$ cat src/lwms_pkg.sv
// Shared types, codes and defaults for the lattice walker move step block.
package lwms_pkg;

  // Default geometry and table size
  localparam int LATTICE_WIDTH  = 256;
  localparam int LATTICE_HEIGHT = 256;
  localparam int PARTICLES      = 16384;

  // Fixed field widths
  localparam int PIN_W  = 14;
  localparam int UNW_W  = 24;
  localparam int CFG_W  = 17;

  // Request modes
  localparam logic [1:0] MODE_CELL  = 2'd0;
  localparam logic [1:0] MODE_PLACE = 2'd1;
  localparam logic [1:0] MODE_MOVE  = 2'd2;

  // Cell kinds
  localparam logic [2:0] KIND_EMPTY     = 3'd0;
  localparam logic [2:0] KIND_OBSTACLE  = 3'd1;
  localparam logic [2:0] KIND_ENZYME    = 3'd2;
  localparam logic [2:0] KIND_SUBSTRATE = 3'd3;
  localparam logic [2:0] KIND_PRODUCT   = 3'd4;

  // Move directions
  localparam logic [1:0] DIR_UP    = 2'd0;
  localparam logic [1:0] DIR_DOWN  = 2'd1;
  localparam logic [1:0] DIR_RIGHT = 2'd2;
  localparam logic [1:0] DIR_LEFT  = 2'd3;

  // Outcome codes
  localparam logic [2:0] OUTCOME_DWELLING = 3'd0;
  localparam logic [2:0] OUTCOME_REACTED  = 3'd1;
  localparam logic [2:0] OUTCOME_MOVED    = 3'd2;
  localparam logic [2:0] OUTCOME_DWELL_GO = 3'd3;
  localparam logic [2:0] OUTCOME_BLOCKED  = 3'd4;
  localparam logic [2:0] OUTCOME_LOADED   = 3'd5;

  // Configuration register indexes
  localparam logic CFG_RESIDENCE = 1'b0;
  localparam logic CFG_THRESHOLD = 1'b1;

  // Configuration reset values
  localparam logic [15:0]      RESIDENCE_RST = 16'd0;
  localparam logic [CFG_W-1:0] THRESHOLD_RST = 17'h10000;

  typedef struct packed {
    logic [1:0]  mode;
    logic [13:0] particle;
    logic [7:0]  cell_x;
    logic [7:0]  cell_y;
    logic [2:0]  cell_kind;
    logic [1:0]  direction;
    logic [15:0] reaction_draw;
    logic [23:0] current_time;
  } req_t;

  typedef struct packed {
    logic [13:0]        particle_out;
    logic [7:0]         pos_x;
    logic [7:0]         pos_y;
    logic signed [23:0] unwrapped_x;
    logic signed [23:0] unwrapped_y;
    logic               is_product;
    logic [2:0]         outcome;
    logic [23:0]        jump_count;
    logic [14:0]        product_total;
    logic [23:0]        birth_time;
    logic [7:0]         enzyme_x;
    logic [7:0]         enzyme_y;
  } rsp_t;

  // Controller commands to the datapath
  typedef struct packed {
    logic clr;
    logic accept;
    logic red_step;
    logic fetch;
    logic look;
    logic decide;
    logic second;
    logic load;
    logic rsp_load;
  } cmd_t;

  // Datapath status to the controller
  typedef struct packed {
    logic clr_last;
    logic need_red;
    logic red_last;
    logic in_move;
    logic is_move;
    logic dwelling;
    logic moved;
  } sts_t;

  typedef enum logic [3:0] {
    ST_CLEAR,
    ST_IDLE,
    ST_REDUCE,
    ST_FETCH,
    ST_LOOK,
    ST_DECIDE,
    ST_SECOND,
    ST_LOAD,
    ST_RESP
  } state_e;

endpackage

$ cat src/lwms_ctrl.sv
// Sequencing state machine for the lattice walker move step block.
module lwms_ctrl (
  input  logic          clk_i,
  input  logic          rst_ni,
  input  logic          in_valid_i,
  output logic          in_ready_o,
  output logic          out_valid_o,
  input  logic          out_ready_i,
  input  lwms_pkg::sts_t sts_i,
  output lwms_pkg::cmd_t cmd_o
);

  lwms_pkg::state_e state_q, state_d;
  logic             out_valid_q, out_valid_d;

  // State and output-valid registers
  always_ff @(posedge clk_i or negedge rst_ni) begin
    if (!rst_ni) begin
      state_q     <= lwms_pkg::ST_CLEAR;
      out_valid_q <= 1'b0;
    end else begin
      state_q     <= state_d;
      out_valid_q <= out_valid_d;
    end
  end

  // Next state and commands
  always_comb begin
    state_d     = state_q;
    cmd_o       = '0;
    in_ready_o  = 1'b0;
    out_valid_d = out_valid_q && !out_ready_i;
    case (state_q)
      lwms_pkg::ST_CLEAR: begin
        cmd_o.clr = 1'b1;
        if (sts_i.clr_last) begin
          state_d = lwms_pkg::ST_IDLE;
        end
      end
      lwms_pkg::ST_IDLE: begin
        in_ready_o = 1'b1;
        if (in_valid_i) begin
          cmd_o.accept = 1'b1;
          if (sts_i.need_red) begin
            state_d = lwms_pkg::ST_REDUCE;
          end else if (sts_i.in_move) begin
            state_d = lwms_pkg::ST_FETCH;
          end else begin
            state_d = lwms_pkg::ST_LOAD;
          end
        end
      end
      lwms_pkg::ST_REDUCE: begin
        cmd_o.red_step = 1'b1;
        if (sts_i.red_last) begin
          state_d = sts_i.is_move ? lwms_pkg::ST_FETCH : lwms_pkg::ST_LOAD;
        end
      end
      lwms_pkg::ST_FETCH: begin
        cmd_o.fetch = 1'b1;
        state_d     = lwms_pkg::ST_LOOK;
      end
      lwms_pkg::ST_LOOK: begin
        cmd_o.look = 1'b1;
        state_d    = sts_i.dwelling ? lwms_pkg::ST_RESP : lwms_pkg::ST_DECIDE;
      end
      lwms_pkg::ST_DECIDE: begin
        cmd_o.decide = 1'b1;
        state_d      = sts_i.moved ? lwms_pkg::ST_SECOND : lwms_pkg::ST_RESP;
      end
      lwms_pkg::ST_SECOND: begin
        cmd_o.second = 1'b1;
        state_d      = lwms_pkg::ST_RESP;
      end
      lwms_pkg::ST_LOAD: begin
        cmd_o.load = 1'b1;
        state_d    = lwms_pkg::ST_RESP;
      end
      lwms_pkg::ST_RESP: begin
        // hold the result until the output register frees up
        if (!out_valid_q || out_ready_i) begin
          cmd_o.rsp_load = 1'b1;
          out_valid_d    = 1'b1;
          state_d        = lwms_pkg::ST_IDLE;
        end
      end
      default: begin
        state_d = lwms_pkg::ST_CLEAR;
      end
    endcase
  end

  assign out_valid_o = out_valid_q;

endmodule

$ cat config.mk
export PLATFORM = sky130hd
export DESIGN_NAME = lwms_ctrl
export DESIGN_NICKNAME = d
export VERILOG_FILES = /design/src/lwms_pkg.sv /design/src/lwms_ctrl.sv
export SDC_FILE = /design/constraint.sdc
export NUM_CORES = 1
export LEC_CHECK = 0
export ABC_CLOCK_PERIOD_IN_PS = 1300
export BUFFER_PORTS_ARGS = -buffer_cell sky130_fd_sc_hd__buf_2
export CORE_AREA = 3 3 40 42
export DETAILED_ROUTE_END_ITERATION = 8
export DIE_AREA = 0 0 43 45
export GPL_TIMING_DRIVEN = 0
export HOLD_SLACK_MARGIN = 0.1
export SETUP_SLACK_MARGIN = 0.15
export SLEW_MARGIN = 20
export SYNTH_ARGS = -nofsm -noshare
export SYNTH_HDL_FRONTEND = slang
export SYNTH_SLANG_ARGS = --single-unit
$ cat constraint.sdc
create_clock -name clk_i -period 1.3 [get_ports clk_i]
set_clock_uncertainty 0.05 [all_clocks]
set_input_delay 0.195 -clock clk_i [delete_from_list [all_inputs] [get_ports clk_i]]
set_output_delay 0.195 -clock clk_i [all_outputs]
set_load 0.02 [all_outputs]
==> results of run 1 <==
[critical path, cell delays in order, from the launching register on]
cell and delay, ns:
dfrtp_1 0.36, buf_6 0.12, or2_4 0.24, or2_4 0.25, inv_2 0.06, buf_6 0.10
[final timing paths]
path / startpoint / to / slack (ns)
max: state_q[3] / cmd_o[6] / -0.32
min: in_valid_i / state_q[0] / 0.13
max reg2reg: state_q[3] / state_q[2] / -0.23
min reg2reg: state_q[3] / state_q[1] / 0.59
max in group asynchronous: rst_ni / state_q[2] / 0.82
min in group asynchronous: rst_ni / state_q[1] / 0.24
[sequential cells by signal, summed over array words and instances, names as in the netlist]
register     flops
out_valid_o      1
state_q          4
[cells by family (layout without fill, tap and decap cells)]
| logic type | after synthesis | after routing | share of synthesized area [%] |
|---|---|---|---|
| buf+inv | 6 | 48 | 7.536 |
| flops | 5 | 5 | 28.99 |
| compound gates | 11 | 11 | 17.10 |
| simple gates | 36 | 36 | 46.38 |
[timing repair]
item,in CTS,in global routing
pin swaps,12,12
endpoints found under the setup margin,13,14
gates resized for setup,39,16
cloned,1,0
hold buffers,1,0
buffers inserted,9,6
endpoints found under the hold margin,5,0
[final cells by class]
type / count / area share (%)
timing repair buffer: 38 / 34.60
inverter: 2 / 0.7605
clock buffer: 4 / 2.662
buffer: 4 / 4.943
multi-input combinational: 47 / 42.33
tap: 15 / 1.901
sequential: 5 / 12.80
[layout by cell type, fill, tap and decap left out, types with 2 or more instances in the layout]
master / count
nand2b_4: 3
buf_4: 9
a21oi_1: 3
buf_12: 2
inv_2: 2
nand4b_1: 2
or2_1: 2
or2_4: 2
nor2_1: 3
nand2b_1: 4
nand2_2: 2
buf_6: 18
nor2_4: 7
clkbuf_4: 3
buf_2: 11
o21ai_1: 2
nor3_4: 2
dfrtp_1: 4
[metal layers]
layer | share of wire (%) | GRT usage, % | vias up
li1 | - | - | 287
met4 | 1.4 | 7.229 | 0
met1 | 42 | 22.14 | 272
met5 | 0 | 0 | -
met2 | 52 | 29.34 | 20
met3 | 4.5 | 6.375 | 4
[power breakdown]
part / total [mW] / switching, mW / internal [mW]
logic: 2.13 / 0.994 / 1.14
registers: 0.287 / 0.0665 / 0.220
clock network: 0.183 / 0.0672 / 0.116
total: 2.60 / 1.13 / 1.48
==> flow_metrics.env, run 1 <==
export IMPL_area_delta_synth_final_pct=128.7
export IMPL_synth_avg_cell_area_um2=7.442
export IMPL_place_inst=94
export IMPL_syn_area_um2=431.7
export IMPL_io_buffers=21
export IMPL_clk_path_buf_depth=2
export IMPL_fin_hold_ws_ns=0.1321
export IMPL_rsz0062_at_grt="yes"
export IMPL_fin_util_pct=76.83
export IMPL_htree_num_levels=1
export IMPL_hpwl_um=861.1
export IMPL_yosysUniqueCellTypes=24
export IMPL_synth_seq_cells=5
export IMPL_fin_crit_sh_pct=125.0
export IMPL_p_per_area_nw_per_um2=2638
export IMPL_worst_r2r_path_depth=5
export IMPL_slew_violations=0
export IMPL_synth_edf_count=0
export IMPL_n_fill_cell=84
export IMPL_period_minus_slack_ns=1.625
export IMPL_die_h_um=45
export IMPL_synth_flop_cell="dfrtp_1"
export IMPL_layout_nets=112
export IMPL_grt_pass1_vias=606
export IMPL_cts_clk_slew_worst_paths_ns=0.04
export IMPL_max_slew_margin_pct=80.17
export IMPL_antenna_found_initial=0
export IMPL_setup_tns_final_ns=-2.896
export IMPL_initialDrtViolationCount=7
export IMPL_ir_worst_vdd_v=0.002011
export IMPL_dr_pass1_iters=2
export IMPL_grt_pass1_wl_mm=2.608
export IMPL_fp_row_count=13
export IMPL_synth_most_common_cell="nor2_1"
export IMPL_worst_ep_arrival_time_ns=1.38
export IMPL_fmax_mhz=615.5
export IMPL_ys_seq_area_share_pct=28.99
export IMPL_outcome="finished with violations"
export IMPL_vias=583
export IMPL_start_util_pct=33.59
export IMPL_tightest_slew_ns=0.2968
export IMPL_antennaDiodeCount=0
export IMPL_cts_buffers=3
export IMPL_synthArstFlopShare_pct=100.0
export IMPL_dpl_cell_area_um2=609.3
export IMPL_gp_congestion=0.7621
export IMPL_min_path_cells=2
export IMPL_synthTopCellsByCount="11 x nor2_1, 7 x nand2b_1, 5 x dfrtp_1, 4 x a21oi_1"
export IMPL_root_buffer="clkbuf_4"
export IMPL_grt_use_total_pct=18.13
export IMPL_ant_nets=0
export IMPL_failed_checks="setup timing"
export IMPL_min_path_type="input pin to register"
export IMPL_critPathRequiredTime_ns=1.05
export IMPL_die_x_um=43
export IMPL_grt_ovfl_total=0
export IMPL_ys_warn_count=0
export IMPL_drt_total_wl_mm=1.693
export IMPL_drive_gt1_share_pct=71.00
export IMPL_synth_top_area_share_pct=28.99
export IMPL_finalSetupViolations=13
export IMPL_start_kind="register"
export IMPL_power_total_mw=2.604
export IMPL_p_leak_nw=0.4439
export IMPL_clock_sinks=5
export IMPL_final_hold_violation_count=0
export IMPL_instances_no_fill=115
export IMPL_drc_errors=0
export IMPL_synth_largest_area_cell="dfrtp_1"
export IMPL_final_area_um2=987.2
export IMPL_syn_inst=58
export IMPL_maxCapViolCount=0
export IMPL_ios=22
export IMPL_mappedNetlistNets=69
export IMPL_end_kind="primary output"
export IMPL_crit_type="register to primary output"
export IMPL_synthTopCellsByArea="dfrtp_1 29%, nand2b_1 10%, nor2_1 9.6%, a21oi_1 4.6%, nand4b_1 4.1%"
export IMPL_critPathMaxFanout=4
export IMPL_place_ws_ns=-0.2162
export IMPL_core_area_um2=1285
export IMPL_final_seq_area_um2=126.4
export IMPL_wl_per_cell_um=14.72
export IMPL_via_per_inst=5.070
export IMPL_fin_ws_ns=-0.3247
export IMPL_multi_input_area_um2=417.9
export IMPL_fp_dieArea_um2=1935
export IMPL_cts_tree="yes"
export IMPL_grt_start_max_net_pins=11
export IMPL_clock_latency_ns=0.25
Note: power is estimated with default switching activity, not from simulation.
==> inputs of run 2 (changes only) <==
--- a/config.mk
+++ b/config.mk
@@ -5,6 +5,7 @@
 export SDC_FILE = /design/constraint.sdc
 export NUM_CORES = 1
 export LEC_CHECK = 0
+export ABC_AREA = 1
 export ABC_CLOCK_PERIOD_IN_PS = 1300
 export BUFFER_PORTS_ARGS = -buffer_cell sky130_fd_sc_hd__buf_2
 export CORE_AREA = 3 3 40 42
==> run 2 against run 1 <==
Compared with the run above: the flow still finishes with violations (setup timing); global-route usage shrank 2.6 points; combinational power shrank 18%; synthesized cell count grew 19%; critical path depth shrank 1; clock-buffer cell count is the same; cell area shrank 8.6%; sequential share of layout area grew 1.5 points; critical path type unchanged; critical endpoint is now cmd_o[7].
==> flow_metrics.env, run 2 <==
export IMPL_finalSetupViolations=11
export IMPL_rsz0062_at_grt="yes"
export IMPL_critPathMaxFanout=5
export IMPL_combPwrFrac_pct=77.4
export IMPL_p_leak_nw=0.4527
export IMPL_fin_crit_sh_pct=110.8
export IMPL_layout_nets=119
export IMPL_clk_path_buf_depth=2
export IMPL_grt_use_total_pct=15.56
export IMPL_synthTopCellsByArea="dfrtp_1 31%, nand2_1 16%, nor2_1 16%, inv_1 8.4%, nand3_1 6.2%"
export IMPL_period_minus_slack_ns=1.441
export IMPL_vias=569
export IMPL_clock_sinks=5
export IMPL_io_buffers=21
export IMPL_outcome="finished with violations"
export IMPL_hpwl_um=881.6
export IMPL_cts_buffers=3
export IMPL_slew_violations=0
export IMPL_pwr_share_clk_pct=7.6
export IMPL_fp_dieArea_um2=1935
export IMPL_area_delta_synth_final_pct=123.9
export IMPL_worst_ep_arrival_time_ns=1.20
export IMPL_p_switching_mw=1.118
export IMPL_fin_hold_ws_ns=0.1425
export IMPL_grt_pass1_vias=549
export IMPL_end_kind="primary output"
export IMPL_gp_congestion=0.7381
export IMPL_failed_checks="setup timing"
export IMPL_ys_seq_area_share_pct=31.06
export IMPL_drive_gt1_share_pct=64.49
export IMPL_start_util_pct=31.35
export IMPL_syn_area_um2=402.9
export IMPL_via_per_inst=4.664
export IMPL_mappedNetlistNets=80
export IMPL_ant_nets=0
export IMPL_grt_start_max_net_pins=6
export IMPL_grt_ovfl_total=0
export IMPL_tightest_slew_ns=0.1939
export IMPL_drt_total_wl_mm=1.493
export IMPL_synth_largest_area_cell="dfrtp_1"
export IMPL_final_common_cell="nand2_1"
export IMPL_critPathRequiredTime_ns=1.05
export IMPL_max_slew_margin_pct=87.07
export IMPL_ios=22
export IMPL_grt_pass1_wl_mm=2.290
export IMPL_synth_flop_cell="dfrtp_1"
export IMPL_cts_clk_slew_worst_paths_ns=0.04
export IMPL_n_fill_cell=99
export IMPL_ir_worst_vdd_v=0.001086
export IMPL_largest_reg_flops=4
export IMPL_p_int_mw=1.136
export IMPL_yosysUniqueCellTypes=12
export IMPL_seqPwrFrac_pct=15.0
export IMPL_die_h_um=45
export IMPL_synth_avg_cell_area_um2=5.839
export IMPL_dr_pass1_iters=4
export IMPL_synthTopCellsByCount="17 x nand2_1, 17 x nor2_1, 9 x inv_1, 5 x dfrtp_1, 5 x nand3_1"
export IMPL_fp_row_count=13
export IMPL_min_path_type="input pin to register"
export IMPL_multi_input_area_um2=391.6
export IMPL_clock_latency_ns=0.23
export IMPL_fmax_mhz=694.1
export IMPL_crit_type="register to primary output"
export IMPL_synth_seq_cells=5
export IMPL_synthArstFlopShare_pct=100.0
export IMPL_final_hold_violation_count=0
export IMPL_fin_ws_ns=-0.1407
export IMPL_p_per_area_nw_per_um2=2499
export IMPL_antenna_found_initial=0
export IMPL_maxCapViolCount=0
export IMPL_synth_top_area_share_pct=31.06
export IMPL_final_cell_mix="12 x nand2_1, 11 x buf_2, 11 x buf_4"
export IMPL_htree_num_levels=1
export IMPL_start_kind="register"
export IMPL_ys_warn_count=0
export IMPL_regMostFlops="state_q"
export IMPL_die_x_um=43
export IMPL_final_seq_area_um2=128.9
export IMPL_initialDrtViolationCount=10
export IMPL_drc_errors=0
export IMPL_root_buffer="clkbuf_4"
export IMPL_wl_per_cell_um=12.24
export IMPL_power_total_mw=2.254
export IMPL_antennaDiodeCount=0
export IMPL_cts_tree="yes"
export IMPL_synth_edf_count=0
export IMPL_core_area_um2=1285
export IMPL_switching_share_pct=49.62
export IMPL_syn_inst=69
export IMPL_setup_tns_final_ns=-0.9570
==> run 2: power by group through the flow <==
stage | clock network, mW | logic [mW] | registers [mW]
floorplan | 0 | 0.701 | 0.297
global placement | 0 | 0.919 | 0.295
detailed placement | 0 | 0.925 | 0.296
CTS | 0.182 | 1.49 | 0.309
global route | 0.198 | 1.88 | 0.348
finish | 0.172 | 1.75 | 0.337
==> run 2: stage by stage <==
step                setup WS (ns)  std cells  util (%)  instance area, µm²
finish                    -0.1407        122     70.20               902.1
global placement          0.05166        105     44.69               574.3
global route              -0.2027        122     70.20               902.1
floorplan                 0.09462         69         -               450.4
CTS                       -0.1193        121     64.17               824.5
detailed placement        0.04101        105     44.69               574.3
==> run 2: worst max-delay path, cell delays in order, from the launching register on <==
cell	delay, ns
dfrtp_2	0.45
inv_4	0.09
nand2_8	0.08
nor3_4	0.20
buf_6	0.14
==> run 2: per-layer routing <==
layer	track usage, %	part of all wire (%)	vias up
li1	-	-	290
met1	18.09	38	256
met2	29.64	56	21
met3	1.594	5.0	2
met4	5.422	1.6	0
met5	0	0	-
==> run 2: timing repair <==
| item | in CTS | in global routing |
|---|---|---|
| gates resized for setup | 40 | 18 |
| hold buffers | 1 | 0 |
| pin swaps | 13 | 6 |
| setup buffers | 11 | 1 |
| endpoints found under the setup margin | 13 | 14 |
| hold endpoints to repair | 5 | 0 |
==> run 2: path summary, 6_finish.rpt <==
check | from | to | slack [ns] | depth (start not counted)
worst max-delay path | state_q[2] | cmd_o[7] | -0.14 | 4
worst min-delay path | out_ready_i | out_valid_o | 0.14 | 2
worst max register to register | state_q[0] | state_q[0] | 0 | 8
worst min register to register | out_valid_o | out_valid_o | 0.51 | 2
max in group asynchronous | rst_ni | state_q[2] | 0.82 | 2
min in group asynchronous | rst_ni | state_q[1] | 0.25 | 2
==> run 2: cells by family after synthesis <==
logic type             synth area share [%]
buffers and inverters                 10.25
and+or+nand+nor                       54.35
DFF                                   31.06
AOI/OAI and AO/OA                     4.349
==> run 2: final cells by class <==
type	count	share of cell area (%)
clock buffers	4	2.913
inverters	11	6.241
multi-input cells	53	43.41
flip-flops and latches	5	14.29
well taps	15	2.080
repair buffers	34	31.07
==> inputs of run 3 (changes only) <==
--- a/config.mk
+++ b/config.mk
@@ -13,6 +13,7 @@
 export DIE_AREA = 0 0 43 45
 export GPL_TIMING_DRIVEN = 0
 export HOLD_SLACK_MARGIN = 0.1
+export MAX_ROUTING_LAYER = met4
 export SETUP_SLACK_MARGIN = 0.15
 export SLEW_MARGIN = 20
 export SYNTH_ARGS = -nofsm -noshare
==> run 3 against run 2 <==
Compared with the run above: the run still ends with setup timing left; power is essentially flat; sequential cell count stayed put; sequential power about the same; global-route usage increased by 0.47 points; final cell count unchanged.
==> flow_metrics.env, run 3 (same netlist as run 2, synthesis figures left out) <==
export IMPL_drive_gt1_share_pct=64.49
export IMPL_min_path_type="input pin to register"
export IMPL_regMostFlops="state_q"
export IMPL_clock_sinks=5
export IMPL_via_per_inst=4.656
export IMPL_grt_pass1_vias=551
export IMPL_worst_r2r_path_depth=8
export IMPL_p_leak_nw=0.4527
export IMPL_wl_per_cell_um=12.26
export IMPL_dr_pass1_iters=4
export IMPL_final_common_cell="nand2_1"
export IMPL_rsz0062_at_grt="yes"
export IMPL_min_path_cells=2
export IMPL_endpoint="cmd_o[7]"
export IMPL_largest_reg_flops=4
export IMPL_cts_clk_slew_worst_paths_ns=0.04
export IMPL_setup_tns_final_ns=-0.9578
export IMPL_start_kind="register"
export IMPL_cts_tree="yes"
export IMPL_critPathRequiredTime_ns=1.05
export IMPL_p_per_area_nw_per_um2=2500
export IMPL_grt_pass1_wl_mm=2.297
export IMPL_antenna_found_initial=0
export IMPL_ir_worst_vdd_v=0.001086
export IMPL_worst_ep_arrival_time_ns=1.20
export IMPL_start_util_pct=31.35
export IMPL_maxCapViolCount=0
export IMPL_hpwl_um=881.6
export IMPL_clock_latency_ns=0.23
export IMPL_n_fill_cell=99
export IMPL_final_hold_violation_count=0
export IMPL_core_area_um2=1285
export IMPL_grt_ovfl_total=0
export IMPL_area_delta_synth_final_pct=123.9
export IMPL_fp_row_count=13
export IMPL_htree_num_levels=1
export IMPL_period_minus_slack_ns=1.441
export IMPL_final_cell_mix="12 x nand2_1, 11 x buf_2, 11 x buf_4"
export IMPL_io_buffers=21
export IMPL_fp_dieArea_um2=1935
export IMPL_failed_checks="setup timing"
export IMPL_critPathMaxFanout=5
export IMPL_grt_use_total_pct=16.03
export IMPL_antennaDiodeCount=0
export IMPL_cp_startpoint="state_q[2]"
export IMPL_drt_total_wl_mm=1.496
export IMPL_die_x_um=43
export IMPL_finalSetupViolations=11
export IMPL_root_buffer="clkbuf_4"
export IMPL_fin_crit_sh_pct=110.9
export IMPL_worstReg2RegEnd="state_q[0]"
export IMPL_fmax_mhz=693.8
export IMPL_grt_start_max_net_pins=6
export IMPL_max_slew_margin_pct=87.07
export IMPL_vias=568
export IMPL_cts_buffers=3
export IMPL_crit_type="register to primary output"
export IMPL_clk_path_buf_depth=2
export IMPL_gp_congestion=0.7472
export IMPL_timing_rr_start="state_q[0]"
export IMPL_place_ws_ns=0.04101
export IMPL_fin_hold_ws_ns=0.1425
export IMPL_ant_nets=0
export IMPL_ios=22
export IMPL_die_h_um=45
export IMPL_slew_violations=0
export IMPL_outcome="finished with violations"
export IMPL_layout_nets=119
export IMPL_r2r_slack_ns=0
export IMPL_tightest_slew_ns=0.1939
export IMPL_initialDrtViolationCount=10
export IMPL_drc_errors=0
export IMPL_fin_ws_ns=-0.1413
export IMPL_end_kind="primary output"
run 3: cell counts in the layout (fill, tap and decap cells not counted):
Identical to the previous run, type by type.
run 3: where the power goes:
part	switching (mW)	internal, mW
logic	0.951	0.795
clock network	0.0560	0.116
registers	0.112	0.226
run 3: per-stage QoR:
step | total power [mW] | std cells | instance area [µm²] | util [%]
2_1_floorplan | 0.9980 | 69 | 450.4 | -
3_3_place_gp | 1.215 | 105 | 574.3 | 44.69
3_5_place_dp | 1.221 | 105 | 574.3 | 44.69
4_1_cts | 1.982 | 121 | 824.5 | 64.17
5_1_grt | 2.425 | 122 | 902.1 | 70.20
6_report | 2.255 | 122 | 902.1 | 70.20
run 3: worst min-delay path by stage:
| stage | slack (ns) | startpoint | to |
|---|---|---|---|
| floorplan | -0.15 | rst_ni | out_valid_o |
| global placement | -0.04 | rst_ni | state_q[0] |
| detailed placement | -0.04 | rst_ni | state_q[0] |
| CTS | 0.13 | out_ready_i | out_valid_o |
| global route | 0.14 | out_ready_i | out_valid_o |
| finish | 0.14 | out_ready_i | out_valid_o |
run 3: what timing repair did:
action	CTS	global route
setup buffers	11	1
gates resized for setup	40	18
pin swaps	13	6
endpoints found under the hold margin	5	0
hold buffers	1	0
endpoints found under the setup margin	13	14
run 3: cell type report:
type                    count  area [µm²]  area share (%)
multi-input cells          53       391.6           43.41
inverters                  11       56.30           6.241
repair buffers             34       280.3           31.07
flip-flops and latches      5       128.9           14.29
well taps                  15       18.77           2.080
clock buffers               4       26.28           2.913
run 3: worst max-delay path, cell delays in order, from the launching register on:
cell and delay (ns):
dfrtp_2 0.45, inv_4 0.09, nand2_8 0.08, nor3_4 0.20, buf_6 0.14
run 3: per-layer routing:
metal,vias up,global-route usage [%],part of all wire (%)
li1,289,-,-
met1,256,18.09,38
met2,21,29.64,56
met3,2,1.594,4.9
met4,0,5.422,1.6
met5,-,-,0
